`config.mk`:
```
export PLATFORM = sky130hd
export DESIGN_NAME = audio_jitter_reorder_buffer
export DESIGN_NICKNAME = d
export VERILOG_FILES = /design/src/hdl/ajrb_pkg.sv /design/src/hdl/audio_jitter_reorder_buffer.sv /design/src/hdl/ajrb_front.sv /design/src/hdl/ajrb_out.sv /design/src/hdl/ajrb_engine.sv
export SDC_FILE = /design/constraint.sdc
export NUM_CORES = 1
export LEC_CHECK = 0
export ABC_CLOCK_PERIOD_IN_PS = 15600
export BUFFER_PORTS_ARGS = -buffer_cell sky130_fd_sc_hd__buf_2
export CAP_MARGIN = 10
export CELL_PAD_IN_SITES_DETAIL_PLACEMENT = 0
export CELL_PAD_IN_SITES_GLOBAL_PLACEMENT = 1
export CORE_ASPECT_RATIO = 1.5
export CORE_UTILIZATION = 49
export CTS_BUF_LIST = sky130_fd_sc_hd__clkbuf_16
export DETAILED_ROUTE_END_ITERATION = 8
export PLACE_DENSITY = 0.77
export SYNTH_ARGS = -nofsm -noshare
export SYNTH_HDL_FRONTEND = slang
export SYNTH_SLANG_ARGS = --single-unit
```
`constraint.sdc`:
```
create_clock -name i_clk -period 15.6 [get_ports i_clk]
set_input_delay 0.78 -clock i_clk [delete_from_list [all_inputs] [get_ports i_clk]]
set_output_delay 0.78 -clock i_clk [all_outputs]
set_load 0.02 [all_outputs]
```
`src/hdl/ajrb_pkg.sv`:
```
`timescale 1ns / 1ps

package ajrb_pkg;

    localparam int SLOTS  = 8;
    localparam int SLOT_W = $clog2(SLOTS);
    localparam int CNT_W  = $clog2(SLOTS + 1);
    localparam int PF_W   = 4;
    localparam int CMP_W  = (CNT_W > PF_W) ? CNT_W : PF_W;
    localparam int SEQ_W  = 16;
    localparam int HDL_W  = 16;
    localparam int SIZE_W = 8;
    localparam int RUN_W  = 16;
    localparam int QDEPTH = 2;
    localparam int QPTR_W = $clog2(QDEPTH);
    localparam int QCNT_W = $clog2(QDEPTH + 1);

    localparam logic [PF_W-1:0] PREFILL_RESET = 4'd3;

    typedef enum logic [1:0] {
        REQ_AUDIO   = 2'd0,
        REQ_HAPTIC  = 2'd1,
        REQ_RESTART = 2'd2,
        REQ_UNUSED  = 2'd3
    } t_req_kind;

    typedef enum logic [1:0] {
        RES_PLAY    = 2'd0,
        RES_CONCEAL = 2'd1,
        RES_HAPTIC  = 2'd2,
        RES_DISCARD = 2'd3
    } t_res_kind;

    typedef struct packed {
        t_req_kind         kind;
        logic [SEQ_W-1:0]  seq;
        logic [HDL_W-1:0]  handle;
        logic [SIZE_W-1:0] size;
    } t_req;

    typedef struct packed {
        t_res_kind         kind;
        logic [SEQ_W-1:0]  seq;
        logic [HDL_W-1:0]  handle;
        logic [SIZE_W-1:0] size;
        logic [RUN_W-1:0]  run;
    } t_result;

    typedef struct packed {
        logic    valid;
        logic    flush;
        t_result res;
    } t_emit;

    // a is newer than b when (a - b) mod 2^16 lies in 1..32767.
    function automatic logic seq_newer(input logic [SEQ_W-1:0] a, input logic [SEQ_W-1:0] b);
        logic [SEQ_W-1:0] d;
        d = a - b;
        return (d != '0) && !d[SEQ_W-1];
    endfunction

endpackage

```
`src/hdl/audio_jitter_reorder_buffer.sv`:
```
`timescale 1ns / 1ps
// Flow: requests wait in a two-entry queue, and the engine takes the next one only while idle;
// it handles one request at a time, scanning the slots where needed, and ends each with a flush.
// Receiver stalls hold the engine once the result registers are full.
// Reset: synchronous, active low; slots empty, sequencing cleared, prefill count 3.
module audio_jitter_reorder_buffer (
    input  logic                          i_clk,
    input  logic                          i_rst_n,
    input  logic                          i_valid,
    output logic                          o_ready,
    input  logic [1:0]                    i_req_type,
    input  logic [ajrb_pkg::SEQ_W-1:0]    i_seq_number,
    input  logic [ajrb_pkg::HDL_W-1:0]    i_payload_handle,
    input  logic [ajrb_pkg::SIZE_W-1:0]   i_payload_size,
    input  logic                          i_cfg_we,
    input  logic [ajrb_pkg::PF_W-1:0]     i_cfg_data,
    output logic                          o_valid,
    input  logic                          i_ready,
    output logic [1:0]                    o_result_kind,
    output logic [ajrb_pkg::SEQ_W-1:0]    o_out_seq,
    output logic [ajrb_pkg::HDL_W-1:0]    o_out_handle,
    output logic [ajrb_pkg::SIZE_W-1:0]   o_out_size,
    output logic [ajrb_pkg::RUN_W-1:0]    o_conceal_run,
    output logic                          o_last_of_run
);

    logic              q_valid;
    ajrb_pkg::t_req    q_req;
    logic              q_pop;
    ajrb_pkg::t_emit   emit;
    logic              room;
    ajrb_pkg::t_result res;

    ajrb_front u_front (
        .i_clk            (i_clk),
        .i_rst_n          (i_rst_n),
        .i_valid          (i_valid),
        .o_ready          (o_ready),
        .i_req_type       (i_req_type),
        .i_seq_number     (i_seq_number),
        .i_payload_handle (i_payload_handle),
        .i_payload_size   (i_payload_size),
        .o_q_valid        (q_valid),
        .o_q_req          (q_req),
        .i_q_pop          (q_pop)
    );

    ajrb_engine u_engine (
        .i_clk      (i_clk),
        .i_rst_n    (i_rst_n),
        .i_cfg_we   (i_cfg_we),
        .i_cfg_data (i_cfg_data),
        .i_q_valid  (q_valid),
        .i_q_req    (q_req),
        .o_q_pop    (q_pop),
        .o_emit     (emit),
        .i_room     (room)
    );

    ajrb_out u_out (
        .i_clk   (i_clk),
        .i_rst_n (i_rst_n),
        .i_emit  (emit),
        .o_room  (room),
        .o_valid (o_valid),
        .i_ready (i_ready),
        .o_res   (res),
        .o_last  (o_last_of_run)
    );

    assign o_result_kind = res.kind;
    assign o_out_seq     = res.seq;
    assign o_out_handle  = res.handle;
    assign o_out_size    = res.size;
    assign o_conceal_run = res.run;

endmodule

```
`src/hdl/ajrb_front.sv`:
```
`timescale 1ns / 1ps

module ajrb_front (
    input  logic                        i_clk,
    input  logic                        i_rst_n,
    input  logic                        i_valid,
    output logic                        o_ready,
    input  logic [1:0]                  i_req_type,
    input  logic [ajrb_pkg::SEQ_W-1:0]  i_seq_number,
    input  logic [ajrb_pkg::HDL_W-1:0]  i_payload_handle,
    input  logic [ajrb_pkg::SIZE_W-1:0] i_payload_size,
    output logic                        o_q_valid,
    output ajrb_pkg::t_req              o_q_req,
    input  logic                        i_q_pop
);

    ajrb_pkg::t_req                r_q [ajrb_pkg::QDEPTH];
    logic [ajrb_pkg::QPTR_W-1:0]  r_wr;
    logic [ajrb_pkg::QPTR_W-1:0]  r_rd;
    logic [ajrb_pkg::QCNT_W-1:0]  r_cnt;
    logic                          known;
    logic                          push;
    logic                          pop;
    ajrb_pkg::t_req                req;

    assign o_ready   = (r_cnt != ajrb_pkg::QCNT_W'(ajrb_pkg::QDEPTH));
    assign o_q_valid = (r_cnt != '0);
    assign o_q_req   = r_q[r_rd];

    always_comb begin
        req.kind   = ajrb_pkg::t_req_kind'(i_req_type);
        req.seq    = i_seq_number;
        req.handle = i_payload_handle;
        req.size   = i_payload_size;
        case (req.kind)
            ajrb_pkg::REQ_AUDIO, ajrb_pkg::REQ_HAPTIC, ajrb_pkg::REQ_RESTART: known = 1'b1;
            default: known = 1'b0;
        endcase
    end

    // The unused request type is accepted and dropped here: it has no results.
    assign push = i_valid && o_ready && known;
    assign pop  = i_q_pop && o_q_valid;

    always_ff @(posedge i_clk) begin
        if (push) begin
            r_q[r_wr] <= req;
        end
        if (!i_rst_n) begin
            r_wr  <= '0;
            r_rd  <= '0;
            r_cnt <= '0;
        end else begin
            if (push) begin
                r_wr <= (r_wr == ajrb_pkg::QPTR_W'(ajrb_pkg::QDEPTH - 1)) ? '0 : r_wr + 1'b1;
            end
            if (pop) begin
                r_rd <= (r_rd == ajrb_pkg::QPTR_W'(ajrb_pkg::QDEPTH - 1)) ? '0 : r_rd + 1'b1;
            end
            if (push && !pop) begin
                r_cnt <= r_cnt + 1'b1;
            end else if (pop && !push) begin
                r_cnt <= r_cnt - 1'b1;
            end
        end
    end

endmodule

```
`src/hdl/ajrb_out.sv`:
```
`timescale 1ns / 1ps

module ajrb_out (
    input  logic                i_clk,
    input  logic                i_rst_n,
    input  ajrb_pkg::t_emit     i_emit,
    output logic                o_room,
    output logic                o_valid,
    input  logic                i_ready,
    output ajrb_pkg::t_result   o_res,
    output logic                o_last
);

    // One result is held back until the next one (or the end of the request)
    // shows whether it is the last of its request.
    logic              r_pend_v;
    ajrb_pkg::t_result r_pend;
    logic              r_o_v;
    ajrb_pkg::t_result r_o;
    logic              r_o_last;
    logic              out_free;
    logic              load;

    assign out_free = !r_o_v || i_ready;
    assign o_room   = !r_pend_v || out_free;
    assign o_valid  = r_o_v;
    assign o_res    = r_o;
    assign o_last   = r_o_last;

    // The held result moves out when a newer one arrives or the request ends.
    assign load = o_room && r_pend_v && (i_emit.valid || i_emit.flush);

    always_ff @(posedge i_clk) begin
        if (!i_rst_n) begin
            r_pend_v <= 1'b0;
            r_o_v    <= 1'b0;
        end else begin
            if (load) begin
                r_o      <= r_pend;
                r_o_last <= !i_emit.valid;
                r_o_v    <= 1'b1;
            end else if (i_ready) begin
                r_o_v <= 1'b0;
            end
            if (i_emit.valid && o_room) begin
                r_pend   <= i_emit.res;
                r_pend_v <= 1'b1;
            end else if (load) begin
                r_pend_v <= 1'b0;
            end
        end
    end

endmodule

```
`src/hdl/ajrb_engine.sv`:
```
`timescale 1ns / 1ps

module ajrb_engine (
    input  logic                          i_clk,
    input  logic                          i_rst_n,
    input  logic                          i_cfg_we,
    input  logic [ajrb_pkg::PF_W-1:0]     i_cfg_data,
    input  logic                          i_q_valid,
    input  ajrb_pkg::t_req                i_q_req,
    output logic                          o_q_pop,
    output ajrb_pkg::t_emit               o_emit,
    input  logic                          i_room
);

    typedef enum logic [3:0] {
        S_IDLE, S_HAP, S_AUD, S_SCAN, S_EVICT, S_DRAIN, S_CONC, S_CEMIT, S_RST, S_FLUSH
    } t_state;

    t_state                              r_state;
    t_state                              r_after;
    ajrb_pkg::t_req                      r_req;
    logic [ajrb_pkg::SLOTS-1:0]          r_sv;
    logic [ajrb_pkg::SEQ_W-1:0]          r_ss [ajrb_pkg::SLOTS];
    logic [ajrb_pkg::HDL_W-1:0]          r_sh [ajrb_pkg::SLOTS];
    logic [ajrb_pkg::SIZE_W-1:0]         r_sz [ajrb_pkg::SLOTS];
    logic [ajrb_pkg::CNT_W-1:0]          r_held;
    logic [ajrb_pkg::SEQ_W-1:0]          r_nd;
    logic                                r_ndv;
    logic                                r_playing;
    logic [ajrb_pkg::SEQ_W-1:0]          r_lp;
    logic [ajrb_pkg::PF_W-1:0]           r_pf;
    logic [ajrb_pkg::SLOT_W-1:0]         r_idx;
    logic                                r_have;
    logic                                r_fresh;
    logic [ajrb_pkg::SLOT_W-1:0]         r_new;
    logic [ajrb_pkg::SEQ_W-1:0]          r_old_seq;
    logic [ajrb_pkg::SEQ_W-1:0]          r_new_seq;
    logic [ajrb_pkg::SEQ_W-1:0]          r_first;
    logic [ajrb_pkg::RUN_W-1:0]          r_run;

    logic [ajrb_pkg::SEQ_W-1:0]          key;
    logic                                hit_any;
    logic [ajrb_pkg::SLOT_W-1:0]         hit_idx;
    logic                                free_any;
    logic [ajrb_pkg::SLOT_W-1:0]         free_idx;
    logic [ajrb_pkg::SLOT_W-1:0]         rd_addr;
    logic [ajrb_pkg::SEQ_W-1:0]          rd_seq;
    logic [ajrb_pkg::HDL_W-1:0]          rd_hdl;
    logic [ajrb_pkg::SIZE_W-1:0]         rd_size;
    logic                                late;
    logic                                evict_ok;
    logic                                full_pf;
    logic [ajrb_pkg::SEQ_W-1:0]          nd_look;
    logic                                may;
    logic                                idx_last;
    ajrb_pkg::t_emit                     em;

    assign idx_last = (r_idx == ajrb_pkg::SLOT_W'(ajrb_pkg::SLOTS - 1));
    assign full_pf  = (ajrb_pkg::CMP_W'(r_held) >= ajrb_pkg::CMP_W'(r_pf));
    assign nd_look  = r_nd + {{(ajrb_pkg::SEQ_W - ajrb_pkg::PF_W){1'b0}}, r_pf}
                      - ajrb_pkg::SEQ_W'(1);
    assign late     = r_ndv && ajrb_pkg::seq_newer(r_nd, r_req.seq);
    assign evict_ok = r_have && ajrb_pkg::seq_newer(r_new_seq, r_req.seq);
    assign may      = (r_held != '0) && r_have && ajrb_pkg::seq_newer(r_old_seq, r_nd)
                      && (!full_pf || ajrb_pkg::seq_newer(r_new_seq, nd_look));

    // Parallel match and free-slot search; the lowest slot index wins.
    always_comb begin
        case (r_state)
            S_AUD:   key = r_req.seq;
            S_CONC:  key = r_nd + ajrb_pkg::SEQ_W'(1);
            default: key = r_nd;
        endcase
        hit_any  = 1'b0;
        hit_idx  = '0;
        free_any = 1'b0;
        free_idx = '0;
        for (int i = ajrb_pkg::SLOTS - 1; i >= 0; i--) begin
            if (r_sv[i] && (r_ss[i] == key)) begin
                hit_any = 1'b1;
                hit_idx = ajrb_pkg::SLOT_W'(i);
            end
            if (!r_sv[i]) begin
                free_any = 1'b1;
                free_idx = ajrb_pkg::SLOT_W'(i);
            end
        end
    end

    always_comb begin
        case (r_state)
            S_EVICT: rd_addr = r_new;
            S_DRAIN: rd_addr = hit_idx;
            default: rd_addr = r_idx;
        endcase
    end

    assign rd_seq  = r_ss[rd_addr];
    assign rd_hdl  = r_sh[rd_addr];
    assign rd_size = r_sz[rd_addr];

    always_comb begin
        em.valid      = 1'b0;
        em.flush      = (r_state == S_FLUSH);
        em.res.kind   = ajrb_pkg::RES_DISCARD;
        em.res.seq    = r_req.seq;
        em.res.handle = r_req.handle;
        em.res.size   = r_req.size;
        em.res.run    = '0;
        case (r_state)
            S_HAP: begin
                em.valid = 1'b1;
                if (ajrb_pkg::seq_newer(r_req.seq, r_lp)) begin
                    em.res.kind = ajrb_pkg::RES_HAPTIC;
                end
            end
            S_AUD: begin
                em.valid = late || hit_any;
            end
            S_EVICT: begin
                em.valid = 1'b1;
                if (evict_ok) begin
                    em.res.seq    = rd_seq;
                    em.res.handle = rd_hdl;
                    em.res.size   = rd_size;
                end
            end
            S_RST: begin
                em.valid      = r_sv[r_idx];
                em.res.seq    = rd_seq;
                em.res.handle = rd_hdl;
                em.res.size   = rd_size;
            end
            S_DRAIN: begin
                em.valid      = r_playing && hit_any;
                em.res.kind   = ajrb_pkg::RES_PLAY;
                em.res.seq    = rd_seq;
                em.res.handle = rd_hdl;
                em.res.size   = rd_size;
            end
            S_CEMIT: begin
                em.valid      = 1'b1;
                em.res.kind   = ajrb_pkg::RES_CONCEAL;
                em.res.seq    = r_first;
                em.res.handle = '0;
                em.res.size   = '0;
                em.res.run    = r_run;
            end
            default: em.valid = 1'b0;
        endcase
    end

    assign o_emit  = em;
    assign o_q_pop = (r_state == S_IDLE);

    always_ff @(posedge i_clk) begin
        if (!i_rst_n) begin
            r_state   <= S_IDLE;
            r_after   <= S_DRAIN;
            r_sv      <= '0;
            r_held    <= '0;
            r_nd      <= '0;
            r_ndv     <= 1'b0;
            r_playing <= 1'b0;
            r_lp      <= '0;
            r_pf      <= ajrb_pkg::PREFILL_RESET;
            r_idx     <= '0;
            r_have    <= 1'b0;
            r_fresh   <= 1'b0;
        end else begin
            if (i_cfg_we) begin
                r_pf <= i_cfg_data;
            end
            case (r_state)
                S_IDLE: begin
                    if (i_q_valid) begin
                        r_req <= i_q_req;
                        r_idx <= '0;
                        case (i_q_req.kind)
                            ajrb_pkg::REQ_AUDIO:   r_state <= S_AUD;
                            ajrb_pkg::REQ_HAPTIC:  r_state <= S_HAP;
                            default:               r_state <= S_RST;
                        endcase
                    end
                end
                S_HAP: begin
                    if (i_room) begin
                        if (ajrb_pkg::seq_newer(r_req.seq, r_lp)) begin
                            r_lp <= r_req.seq;
                        end
                        r_state <= S_FLUSH;
                    end
                end
                S_AUD: begin
                    if (late || hit_any) begin
                        if (i_room) begin
                            r_state <= S_FLUSH;
                        end
                    end else if (free_any) begin
                        r_sv[free_idx] <= 1'b1;
                        r_ss[free_idx] <= r_req.seq;
                        r_sh[free_idx] <= r_req.handle;
                        r_sz[free_idx] <= r_req.size;
                        r_held         <= r_held + 1'b1;
                        r_fresh        <= 1'b0;
                        r_state        <= S_DRAIN;
                    end else begin
                        r_idx   <= '0;
                        r_have  <= 1'b0;
                        r_after <= S_EVICT;
                        r_state <= S_SCAN;
                    end
                end
                // Linear pass for the oldest and newest held numbers, in slot order,
                // since the wrapping order is not transitive.
                S_SCAN: begin
                    if (r_sv[r_idx]) begin
                        r_have <= 1'b1;
                        if (!r_have || ajrb_pkg::seq_newer(r_old_seq, rd_seq)) begin
                            r_old_seq <= rd_seq;
                        end
                        if (!r_have || ajrb_pkg::seq_newer(rd_seq, r_new_seq)) begin
                            r_new     <= r_idx;
                            r_new_seq <= rd_seq;
                        end
                    end
                    r_idx <= r_idx + 1'b1;
                    if (idx_last) begin
                        r_fresh <= 1'b1;
                        r_state <= r_after;
                    end
                end
                S_EVICT: begin
                    if (i_room) begin
                        if (evict_ok) begin
                            r_ss[r_new] <= r_req.seq;
                            r_sh[r_new] <= r_req.handle;
                            r_sz[r_new] <= r_req.size;
                            r_fresh     <= 1'b0;
                            r_state     <= S_DRAIN;
                        end else begin
                            r_state <= S_FLUSH;
                        end
                    end
                end
                S_DRAIN: begin
                    if (!r_playing) begin
                        if (full_pf && !r_fresh) begin
                            r_idx   <= '0;
                            r_have  <= 1'b0;
                            r_after <= S_DRAIN;
                            r_state <= S_SCAN;
                        end else if (full_pf && r_have) begin
                            r_nd      <= r_old_seq;
                            r_ndv     <= 1'b1;
                            r_playing <= 1'b1;
                        end else begin
                            r_state <= S_FLUSH;
                        end
                    end else if (hit_any) begin
                        if (i_room) begin
                            r_sv[hit_idx] <= 1'b0;
                            r_held        <= r_held - 1'b1;
                            r_lp          <= r_nd;
                            r_nd          <= r_nd + 1'b1;
                            r_fresh       <= 1'b0;
                        end
                    end else if (!r_fresh) begin
                        r_idx   <= '0;
                        r_have  <= 1'b0;
                        r_after <= S_DRAIN;
                        r_state <= S_SCAN;
                    end else begin
                        r_first <= r_nd;
                        r_run   <= '0;
                        r_state <= S_CONC;
                    end
                end
                // One concealed number per cycle; the run ends at the next held unit or when no more may be concealed.
                S_CONC: begin
                    if (may) begin
                        r_lp  <= r_nd;
                        r_nd  <= r_nd + 1'b1;
                        r_run <= r_run + 1'b1;
                        if (hit_any) begin
                            r_state <= S_CEMIT;
                        end
                    end else if (r_run == '0) begin
                        r_state <= S_FLUSH;
                    end else begin
                        r_state <= S_CEMIT;
                    end
                end
                S_CEMIT: begin
                    if (i_room) begin
                        r_state <= S_DRAIN;
                    end
                end
                S_RST: begin
                    if (!r_sv[r_idx] || i_room) begin
                        r_sv[r_idx] <= 1'b0;
                        if (r_sv[r_idx]) begin
                            r_held <= r_held - 1'b1;
                        end
                        r_idx <= r_idx + 1'b1;
                        if (idx_last) begin
                            r_nd      <= '0;
                            r_ndv     <= 1'b0;
                            r_playing <= 1'b0;
                            r_lp      <= '0;
                            r_fresh   <= 1'b0;
                            r_state   <= S_FLUSH;
                        end
                    end
                end
                S_FLUSH: begin
                    if (i_room) begin
                        r_state <= S_IDLE;
                    end
                end
                default: r_state <= S_IDLE;
            endcase
        end
    end

`ifndef SYNTHESIS
    a_held_matches_valid: assert property (@(posedge i_clk) disable iff (!i_rst_n)
        ajrb_pkg::CNT_W'($countones(r_sv)) == r_held)
        else $error("held count does not match the valid slots");

    a_playing_has_due: assert property (@(posedge i_clk) disable iff (!i_rst_n)
        r_playing |-> r_ndv)
        else $error("playing without a due number");

    a_conceal_exit: assert property (@(posedge i_clk) disable iff (!i_rst_n)
        (r_state == S_CONC && !may) |=> (r_state == S_FLUSH || r_state == S_CEMIT))
        else $error("concealment run did not end");
`endif

endmodule

```
## Yosys cells after proc, flatten, opt, wreduce, memory -nomap -nowiden

Memories as Yosys holds them, arrays and structs flattened. A register that Yosys moved wholly into a read port is not among the register bits.
Cells that the tools add are included.

| storage, ports and cells | value |
|---|---|
| flip-flop bits (word level) | 293 |
| bits in writable memories | 404 |
| bits of input ports | 51 |
| output and inout port bits | 61 |
| word-level logic and storage cells | 412 |
| memories kept | 4 |

Memory list:

| memory | depth | width | read ports | clocked after Yosys merged registers in | wr ports | line | source |
|---|---|---|---|---|---|---|---|
| u_engine.r_sh | 8 | 16 | 1 | 0 | 1 | ajrb_engine.sv:24 | `logic [ajrb_pkg::HDL_W-1:0] r_sh [ajrb_pkg::SLOTS];` |
| u_engine.r_ss | 8 | 16 | 9 | 0 | 1 | ajrb_engine.sv:23 | `logic [ajrb_pkg::SEQ_W-1:0] r_ss [ajrb_pkg::SLOTS];` |
| u_front.r_q | 2 | 42 | 1 | 1 | 1 | ajrb_front.sv:17 | `ajrb_pkg::t_req r_q [ajrb_pkg::QDEPTH];` |
| u_engine.r_sz | 8 | 8 | 1 | 0 | 1 | ajrb_engine.sv:25 | `logic [ajrb_pkg::SIZE_W-1:0] r_sz [ajrb_pkg::SLOTS];` |

| cells by class | value |
|---|---|
| $add $sub $neg | 18 |
| order comparisons | 7 |
| eq/ne operators | 55 |
| multiplexer cells | 179 |
| bitwise gates (word level) | 6 |
| reduce and logical (&&, ||, !) cells | 107 |

Operators with widths:

| cell | number |
|---|---|
| 16-bit 2-to-1 mux | 20 |
| 16-bit == test | 8 |
| 4-bit 2-to-1 mux | 30 |
| 40-bit case mux with 3 select lines | 1 |
| 16-bit nonzero test | 7 |
| 16-bit subtractor | 7 |
| 3-bit 2-to-1 mux | 29 |
| 1-bit 2-to-1 mux | 68 |
| 16-bit case mux with 2 select lines | 2 |
| 16-bit case mux with 4 select lines | 1 |
| 8-bit 2-to-1 mux | 7 |
| 16-bit case mux with 3 select lines | 1 |
| 40-bit 2-to-1 mux | 1 |
| 4-bit case mux with 10 select lines | 1 |
| 2-bit by 1-bit inequality test with 1-bit output, second input constant | 18 |
| 1-bit logical AND | 34 |
| 16-bit by 1-bit adder with 16-bit output, second input constant | 2 |
| 16-bit OR reduction | 2 |
| 8-bit case mux with 3 select lines | 1 |
| 8-bit AND reduction | 3 |
| 6-bit AND reduction | 3 |
| 16-bit by 4-bit adder with 16-bit output | 1 |
| 8-bit AND | 2 |
| 4-bit by 3-bit == test with 1-bit output, second input constant | 4 |
| other kinds (56) | 119 |

## Logic depth before layout (Yosys ltp)

Gate-level depths: netlist (run 1).

| depth | value |
|---|---|
| depth after elaboration | 22 |
| gate-level depth with buffers | 35 |

## Cells and area by module

Synthesis (run 1) repeated with hierarchy kept, for this count alone.

| second synthesis, totals | value |
|---|---|
| cell total of the unflattened synthesis | 3,652 |
| area total of the unflattened synthesis | 39,694.3 sq um |

By module, submodules not included:

| module | instances | cells each | area an instance (sq um) |
|---|---|---|---|
| ajrb_engine | 1 | 3,366 | 32,816.5 |
| ajrb_out | 1 | 130 | 3,621.0 |
| ajrb_front | 1 | 156 | 3,256.9 |

## Worst setup path after synthesis (run 1)

No wires, ideal clock.

| path | value |
|---|---|
| kind | register -> register |
| start point | register u_engine.r_nd[0] (netlist name) |
| end point | register u_out.r_o_last, in the netlist u_out.o_last (enable) |
| library setup time | 0.561 ns |
| data arrival time | 8.728 ns |
| required time | 15.039 ns |
| slack | 6.311 ns |
| stages on the path, launching flop included | 26 |
| period minus slack after synthesis | 9.289 ns |
| cells stage by stage | dfxtp_1 > buf_2 > buf_1 > inv_1 > ha_1 > fa_1 > nor2b_1 > o21ai_0 > a21boi_0 > o21ai_0 > a21boi_0 > o21ai_0 > a21boi_0 > o21ai_0 > a21boi_0 > o21ai_0 > nand2b_1 > a21o_1 > a21oi_1 > xnor2_1 > o31a_1 > o21ai_0 > a21oi_1 > nor3_1 > a21boi_0 > nor3b_1 |

| between the ends | value |
|---|---|
| cells in the longest elaborated chain, start to end | 17 |
| elaborated cells between the ends (all ways) | 37 |
| classes of those cells | add/sub: 2; eq/ne: 8; mux: 10; reduce/logical: 17 |

Ends and longest elaborated chain:

| element | line | source |
|---|---|---|
| from (decl) | ajrb_engine.sv:27 | `logic [ajrb_pkg::SEQ_W-1:0] r_nd;` |
| from (signal assigned) | ajrb_engine.sv:254 | `r_nd <= r_old_seq;` |
| from (signal assigned) | ajrb_engine.sv:265 | `r_nd <= r_nd + 1'b1;` |
| from (signal assigned) | ajrb_engine.sv:283 | `r_nd <= r_nd + 1'b1;` |
| 16-bit by 1-bit adder with 16-bit output | ajrb_engine.sv:71 | `S_CONC: key = r_nd + ajrb_pkg::SEQ_W'(1);` |
| 16-bit case mux with 2 select lines | ajrb_engine.sv:69 | `case (r_state)` |
| 16-bit == test | ajrb_engine.sv:79 | `if (r_sv[i] && (r_ss[i] == key)) begin` |
| 1-bit logical AND | ajrb_engine.sv:79 |  |
| 1-bit 2-to-1 mux (8 in series) | ajrb_engine.sv:79 |  |
| 1-bit logical AND or 1-bit logical OR (tied branches) | ajrb_engine.sv:135, ajrb_engine.sv:118 |  |
| 1-bit case mux with 4 select lines * | ajrb_engine.sv:110 | `case (r_state)` |
| 1-bit logical OR * | ajrb_out.sv:31 | `assign load = o_room && r_pend_v && (i_emit.valid \|\| i_emit.flush);` |
| 1-bit logical AND * | ajrb_out.sv:31 |  |
| 2-bit AND reduction (no source line) * | - |  |
| to (signal assigned) | ajrb_out.sv:40 | `r_o_last <= !i_emit.valid;` |
| to (decl) | ajrb_out.sv:20 | `logic r_o_last;` |

Mark *: on every way between the ends. The rest lies on a longest branch, timed or not.
A chain may end at the register's enable or synchronous reset.

## Worst setup path in the final report (run 1)

| path | value |
|---|---|
| start point | register u_engine.r_nd[1] (netlist name) |
| end point | register u_engine.r_new_seq[7] (netlist name) (enable) |

| between the ends | value |
|---|---|
| cells in the longest elaborated chain, start to end | 19 |
| elaborated cells between the ends (all ways) | 34 |
| classes of those cells | add/sub: 2; eq/ne: 8; mux: 10; reduce/logical: 13; memory: 1 |

Ends and longest elaborated chain:

| element | line | source |
|---|---|---|
| 16-bit by 1-bit adder with 16-bit output | ajrb_engine.sv:71 |  |
| 16-bit case mux with 2 select lines * | ajrb_engine.sv:69 |  |
| 16-bit == test | ajrb_engine.sv:79 |  |
| 1-bit logical AND | ajrb_engine.sv:79 |  |
| 3-bit 2-to-1 mux (7 in series) | ajrb_engine.sv:79 |  |
| 3-bit 2-to-1 mux * | ajrb_engine.sv:79 |  |
| 3-bit case mux with 2 select lines * | ajrb_engine.sv:91 | `case (r_state)` |
| memory 8 x 16 bit * | - |  |
| via u_engine.rd_seq (one bit) | ajrb_engine.sv:47 | `logic [ajrb_pkg::SEQ_W-1:0] rd_seq;` |
| 16-bit subtractor * | ajrb_pkg.sv:58 | `d = a - b;` |
| 16-bit nonzero test or 1-bit logical NOT (tied branches) | ajrb_pkg.sv:59 | `return (d != '0) && !d[SEQ_W-1];` |
| 1-bit logical AND * | ajrb_pkg.sv:59 |  |
| 1-bit logical OR * | ajrb_engine.sv:222 | `if (!r_have \|\| ajrb_pkg::seq_newer(rd_seq, r_new_seq)) begin` |
| 4-bit AND reduction (no source line) * | - |  |
| to (signal assigned) | ajrb_engine.sv:224 | `r_new_seq <= rd_seq;` |
| to (decl) | ajrb_engine.sv:37 | `logic [ajrb_pkg::SEQ_W-1:0] r_new_seq;` |

Mark *: on every way through the listed nets, which the timed path passes. The rest lies on a longest branch.

==> metrics.md, run 1 <==
| Metric | Value |
|---|---|
| Outcome | `completed` |
| Total gr overflow | `0` |
| Remaining DRCs | `0` |
| Hold Path Class | `in -> reg` |
| Row Count | `125` |
| Cell variety after synth | `~120` |
| Number of CTS-inserted buffers | `69` |
| Final hold violations | `0` |
| DRT iter0 DRCs | `3,137` |
| Routed Antenna Nets | `0` |
| Unrepaired setup endpoints after global routing | `false` |
| Max_cap viols | `0` |
| Die Ht | `345 um` |
| Initial Util | `0.497` |
| Fin crit share | `0.731` |
| Synth async-reset ratio | `0` |
| Most used flip-flop cell after synthesis | `edfxtp_1` |
| Clock root cell | `clkbuf_16` |
| Element type at the critical path start | `flip-flop` |
| Resized cells post-CTS | `0` |
| Worst-Skew Late Latency | `0.65 ns` |
| Critical path's largest stage delay | `1.05 ns` |
| Final Setup Violations | `0` |
| Worst path required time | `15.92 ns` |
| Worst Hold Depth | `1` |
| Port Buffers | `111` |
| Largest net degree at the start of global routing | `67` |
| Worst Max-Slew Pin Slew | `approximately 1.3 ns` |
| Initial antenna violation count | `6` |
| Nets | `3,857` |
| Clk_skew | `0.0337 ns` |
| Reg2reg path depth | `25` |
| GP Congestion | `1.09` |
| Synth Net Count | `3,769` |
| Vias in the first global route | `~30,000` |
| Setup bufs post-CTS | `0` |
| Final WL | `151 mm` |
| Commonest non-fill, non-tap cells in the layout | `628 x edfxtp_1, 385 x nand2_1, 238 x nor2_1, 205 x inv_1, 172 x o21ai_0` |
| Reg-to-reg critical path startpoint | `u_engine.r_nd[1]$_SDFFE_PN0P_` |
| Minimum clock period | `11.40 ns` |
| Worst vdd ir | `0.121 mV` |
| Setup TNS | `0 ns` |
| Crit end category | `flip-flop` |
| Global-route wire length before repair | `212 mm` |
| Pre-antenna DRT Iters | `8` |
| Critical path arrival | `11.72 ns` |
| R2R Setup Slk | `4.20 ns` |
| Area grow syn2layout | `10.6%` |
| Fmax | `just under 90 MHz` |
| Number of synthesis warnings | `0` |
| Area of the core | `77,600 um^2` |
| Post-Syn Area | `38,500 um^2` |
| Clock-pin slew on the worst setup and hold paths | `0.08 ns` |
| Htree depth | `3` |
| R2R Path End | `u_engine.r_new_seq[7]$_DFFE_PP_` |
| Final core occ | `0.549` |
| Post-DR wirelength/cell | `31.9 um` |
| Pins Over Slew Limit | `0` |
| Setup Crit Path Kind | `reg -> reg` |
| Hold-fix buffers at CTS | `0` |
| Avg Cell Area, Syn | `10.8 um^2` |
| Hold path start | `i_payload_handle[7]` |
| PwrDens | `156 nW/um^2` |
| Crit-path max FO | `64` |
| Die W | `231 um` |
| Total Routing Usage GR | `0.374` |
| Die area | `about 80,000 um^2` |
| Number of synthesized register bits | `just under 700` |
| Most common cell after layout, fill and taps aside | `edfxtp_1` |
| FILL cells | `approximately 6,700` |
| Hold endpoint | `u_front.r_q[0][15]$_DFFE_PP_` |
| Synth Instances | `approximately 3,600` |
| Seq/Total Area, Yosys | `0.524` |
| P_leak | `0.0152 uW` |
| Layout cells sized above 1 | `0.121` |
| Clk buf depth | `3` |
| Via density | `6.57` |
| Number of enable flip-flop cells after synthesis | `628` |
| Rel. slew slack | `0.124` |
| IO Count | `112` |
| Clk sink count | `695` |
| Hpwl dp | `roughly 110 mm` |
| Slowest CP cell | `dfxtp_1` |
| CTS tree | `yes` |
| Via count | `31,082` |
## layer usage
metal | vias up | track usage | wire, um
met5 | - | 0 | 0
met4 | 0 | 0.303 | 13600
met3 | 500 | 0.0710 | 11600
met2 | 1685 | 0.618 | 72300
met1 | 15319 | 0.421 | 53300
li1 | 13578 | - | -
## area by class of cell
| class | instances | area (um^2) | area share |
|---|---|---|---|
| tap | 1016 | 1270 | 0.0298 |
| timing repair buffer | 202 | 1240 | 0.0291 |
| multi-input combinational | 2485 | 16900 | 0.397 |
| antenna | 5 | 12.5 | 0.000294 |
| clock buffer | 72 | 1800 | 0.0423 |
| inverter | 207 | 777 | 0.0182 |
| sequential | 695 | 20200 | 0.474 |
| clock inverter | 49 | 409 | 0.00960 |
## kinds of logic after synthesis
kind of cell	share of synthesized area
xor gates and xnor gates	0.0339
AOI/OAI and AO/OA	0.150
and+or+nand+nor	0.155
buffers and inverters	0.0410
DFF	0.524
adders and majority gates	0.0505
muxes	0.0452
## synthesized netlist by cell type, types with 58 or more instances
master,number,share of area
a211oi_1,75,0.015
a21oi_1,138,0.018
a31oi_1,59,0.0096
clkbuf_1,125,0.012
dfxtp_1,67,0.035
edfxtp_1,628,0.49
ha_1,137,0.044
inv_1,197,0.019
mux2i_1,96,0.025
nand2_1,385,0.037
nand3_1,94,0.012
nor2_1,242,0.024
nor3_1,70,0.0091
o21ai_0,172,0.022
xnor2_1,91,0.021
xor2_1,58,0.013
## worst max-delay path by stage
stage                                       start                              end  slack (ns)
detailed placement  u_engine.r_nd[1]$_SDFFE_PN0P_  u_engine.r_old_seq[0]$_DFFE_PP_        4.57
global route        u_engine.r_nd[1]$_SDFFE_PN0P_  u_engine.r_new_seq[7]$_DFFE_PP_        3.63
finish              u_engine.r_nd[1]$_SDFFE_PN0P_  u_engine.r_new_seq[7]$_DFFE_PP_        4.20
floorplan           u_engine.r_nd[0]$_SDFFE_PN0P_           u_out.o_last$_DFFE_PP_        6.31
global placement    u_engine.r_nd[1]$_SDFFE_PN0P_  u_engine.r_old_seq[0]$_DFFE_PP_        4.70
CTS                 u_engine.r_nd[1]$_SDFFE_PN0P_  u_engine.r_old_seq[1]$_DFFE_PP_        4.49
## worst max-delay path: cells and delay by family, from the launching register on
| family | cells | cell delay [ns] |
|---|---|---|
| AOI/OAI and AO/OA | 11 | 4.03 |
| xor gates and xnor gates | 1 | 0.26 |
| adders and majority gates | 2 | 1.09 |
| buffers and inverters | 3 | 1.20 |
| DFF | 1 | 1.05 |
| muxes | 2 | 0.62 |
| and+or+nand+nor | 6 | 2.70 |
## sequential cells by signal, indices dropped and copies added, names as in the netlist, 40 cells and up, named ones only
name and count:
u_engine.r_req 40, u_engine.r_sh 128, u_engine.r_ss 128, u_engine.r_sz 64, u_front.r_q 84, u_out.o_res 58, u_out.r_pend 58
## stage by stage
step / cells / power (uW) / setup WS [ns] / instance area [um^2] / hold slack, ns
final: 4731 / 6650 / 4.20 / 42600 / 0.329
after global routing: 4727 / 6900 / 3.63 / 42600 / 0.320
after CTS: 4726 / 6610 / 4.49 / 42600 / 0.306
after detailed placement: 4605 / 4960 / 4.57 / 40400 / 0.405
after global placement: 4605 / 4910 / 4.70 / 40400 / 0.402
after floorplan: 3572 / 4060 / 6.31 / 38500 / 0.400
## power breakdown
group	switching (uW)	total (uW)	leakage, uW	internal [uW]
clock network	747	1650	0.00110	901
registers	110	2380	0.00625	2270
logic	1780	2620	0.00788	847
Power figures use the tool's default switching activity.
==> run 2: changes to the inputs <==
Settings changed: ABC_CLOCK_PERIOD_IN_PS 15600 to 10900.
Clock period 15.6 ns to 10.9 ns, I/O delays scaled along.
==> run 2 against run 1 <==
- cell area up 1.6%
- sequential share of layout area is 0.75 points lower
- via count grew 3.1%
- largest power group unchanged
- total power is 47% higher
- die area unchanged
- first-iteration DRC count is 10% higher
- maximum frequency increased by 19%
- worst hold slack got worse by 0.25 ns
- critical endpoint is now u_engine.r_new_seq[15]$_DFFE_PP_
- count of clock-buffer cells in the layout fell by 2
- global-route usage is 3.2 points higher
- critical path type unchanged
==> metrics.md, run 2 (same netlist as run 1, synthesis figures left out) <==
| Metric | Value |
|---|---|
| Clk sink count | `695` |
| Setup bufs post-CTS | `0` |
| Final Setup Violations | `0` |
| Layout cells sized above 1 | `0.139` |
| Total gr overflow | `0` |
| PwrDens | `226 nW/um^2` |
| Critical path arrival | `9.96 ns` |
| Multi-input gate area | `16,900 um^2` |
| Htree depth | `3` |
| Buf/Inv on CP | `3` |
| Clock power frac | `0.250` |
| Largest net degree at the start of global routing | `65` |
| Slowest CP cell | `nor4_2` |
| Worst Hold Depth | `1` |
| Clk buf depth | `3` |
| CTS tree | `yes` |
| Vias in the first global route | `31,738` |
| Max_cap viols | `0` |
| Gate power share | `0.399` |
| Routed Antenna Nets | `0` |
| Die area | `79,800 um^2` |
| Register area | `20,200 um^2` |
| Pins Over Slew Limit | `0` |
| Area of the core | `77,600 um^2` |
| Minimum clock period | `9.60 ns` |
| Fin crit share | `0.881` |
| Element type at the critical path start | `flip-flop` |
| Pre-antenna DRT Iters | `8` |
| Reg power frac | `0.350` |
| Unrepaired setup endpoints after global routing | `false` |
| Global routing usage on met2 | `0.674` |
| Global-route wire length before repair | `229 mm` |
| Port Buffers | `roughly 110` |
| DRT iter0 DRCs | `3,464` |
| Outcome | `completed` |
| Initial Util | `0.497` |
| Nets | `between 3,000 and 4,000` |
| Resized cells post-CTS | `0` |
| Crit end category | `flip-flop` |
| Hold path start | `i_payload_handle[3]` |
| Commonest non-fill, non-tap cells in the layout | `628 x edfxtp_1, 385 x nand2_1, 237 x nor2_1, 210 x inv_1, 172 x o21ai_0` |
| Hold Path Class | `in -> reg` |
| Critical path's largest stage delay | `0.77 ns` |
| Clk_skew | `roughly 0.032 ns` |
| Critical path depth | `26` |
| Reg2reg path depth | `26` |
| Initial antenna violation count | `13` |
| Post-DR wirelength/cell | `around 34 um` |
| Hold-fix buffers at CTS | `0` |
| Most used routing layer | `met2` |
| Crit path max-delay family | `simple AND/OR/NAND/NOR gates` |
| Fmax | `104 MHz` |
| Setup TNS | `0 ns` |
| Worst vdd ir | `0.203 mV` |
| Crit path launch | `u_engine.r_nd[3]$_SDFFE_PN0P_` |
| P_leak | `0.0156 uW` |
| Met1 usage | `0.431` |
| Rel. slew slack | `0.174` |
| Clock root cell | `clkbuf_16` |
| Largest regs | `u_engine.r_sh x128, u_engine.r_ss x128, u_front.r_q x84` |
| Worst path required time | `11.26 ns` |
| Most common cell after layout, fill and taps aside | `edfxtp_1` |
| Die Ht | `345 um` |
| Worst-Skew Late Latency | `around 0.66 ns` |
| Via density | `6.66` |
| Clock-pin slew on the worst setup and hold paths | `0.07 ns` |
| Number of CTS-inserted buffers | `68` |
| Reg-to-reg critical path startpoint | `u_engine.r_nd[3]$_SDFFE_PN0P_` |
| Final Instance Area | `43,300 um^2` |
| Setup Crit Path Kind | `reg -> reg` |
| Crit-path max FO | `19` |
| Worst Max-Slew Pin Slew | `1.20 ns` |
| Row Count | `125` |
| Final hold violations | `0` |
| Sw Ratio | `0.397` |
| Remaining DRCs | `0` |
| GRT met3 Usage | `0.0865` |
| Internal | `about 6000 uW` |
| Switch Pwr | `around 4000 uW` |
| Hpwl dp | `118 mm` |
| IO Count | `112` |
| Cell Area, Placed | `41,000 um^2` |
| Via count | `32,051` |
| GP Congestion | `1.08` |
| Area grow syn2layout | `12.3%` |
| Final WL | `~160 mm` |
| Total Routing Usage GR | `0.407` |
| FILL cells | `approximately 6,500` |
| Die W | `231 um` |
run 2: changes by cell type in the layout (fill, tap and decap cells not counted), sizes merged:
cell / delta
buf: +73
diode: +8
clkbuf: -2
inv: +5
bufinv: +4
clkinv: -4
run 2: through the flow:
step	setup WS, ns	hold WS, ns	instances	utilization	power [uW]
final	1.30	0.0803	4815	0.558	9790
after global routing	1.13	0.0703	4807	0.558	10100
after CTS	1.59	0.0686	4799	0.558	9680
after detailed placement	1.62	0.405	4675	0.528	7240
after global placement	1.64	0.400	4675	0.528	7150
after floorplan	1.61	0.400	3572	-	5800
run 2: path summary, 6_finish.rpt:
path,slack (ns),end
worst min register to register,0.41,u_out.o_res[18]$_DFFE_PP_
worst max-delay path,1.30,u_engine.r_new_seq[15]$_DFFE_PP_
worst min-delay path,0.08,u_front.r_q[0][11]$_DFFE_PP_
worst max register to register,1.30,u_engine.r_new_seq[15]$_DFFE_PP_
run 2: power by group through the flow:
stage	Combinational, uW	Clock, uW	Sequential [uW]
floorplan	2360	0	3440
global placement	3690	0	3460
detailed placement	3760	0	3480
CTS	3790	2470	3420
global route	4120	2560	3450
finish	3910	2450	3430
run 2: layout make-up:
class                           instances  area share
Antenna cell                           13    0.000751
Sequential cell                       695       0.467
Timing Repair Buffer                  275      0.0421
Inverter                              207      0.0179
Multi-Input combinational cell       2485       0.391
Tap cell                             1016      0.0294
Clock inverter                         54      0.0120
Clock buffer                           70      0.0405
run 2: routing by layer:
| metal | routed length, um | part of all wire |
|---|---|---|
| met1 | 55200 | 0.34 |
| met2 | 79100 | 0.48 |
| met3 | 12200 | 0.075 |
| met4 | 16800 | 0.10 |
| met5 | 42 | 0.00026 |
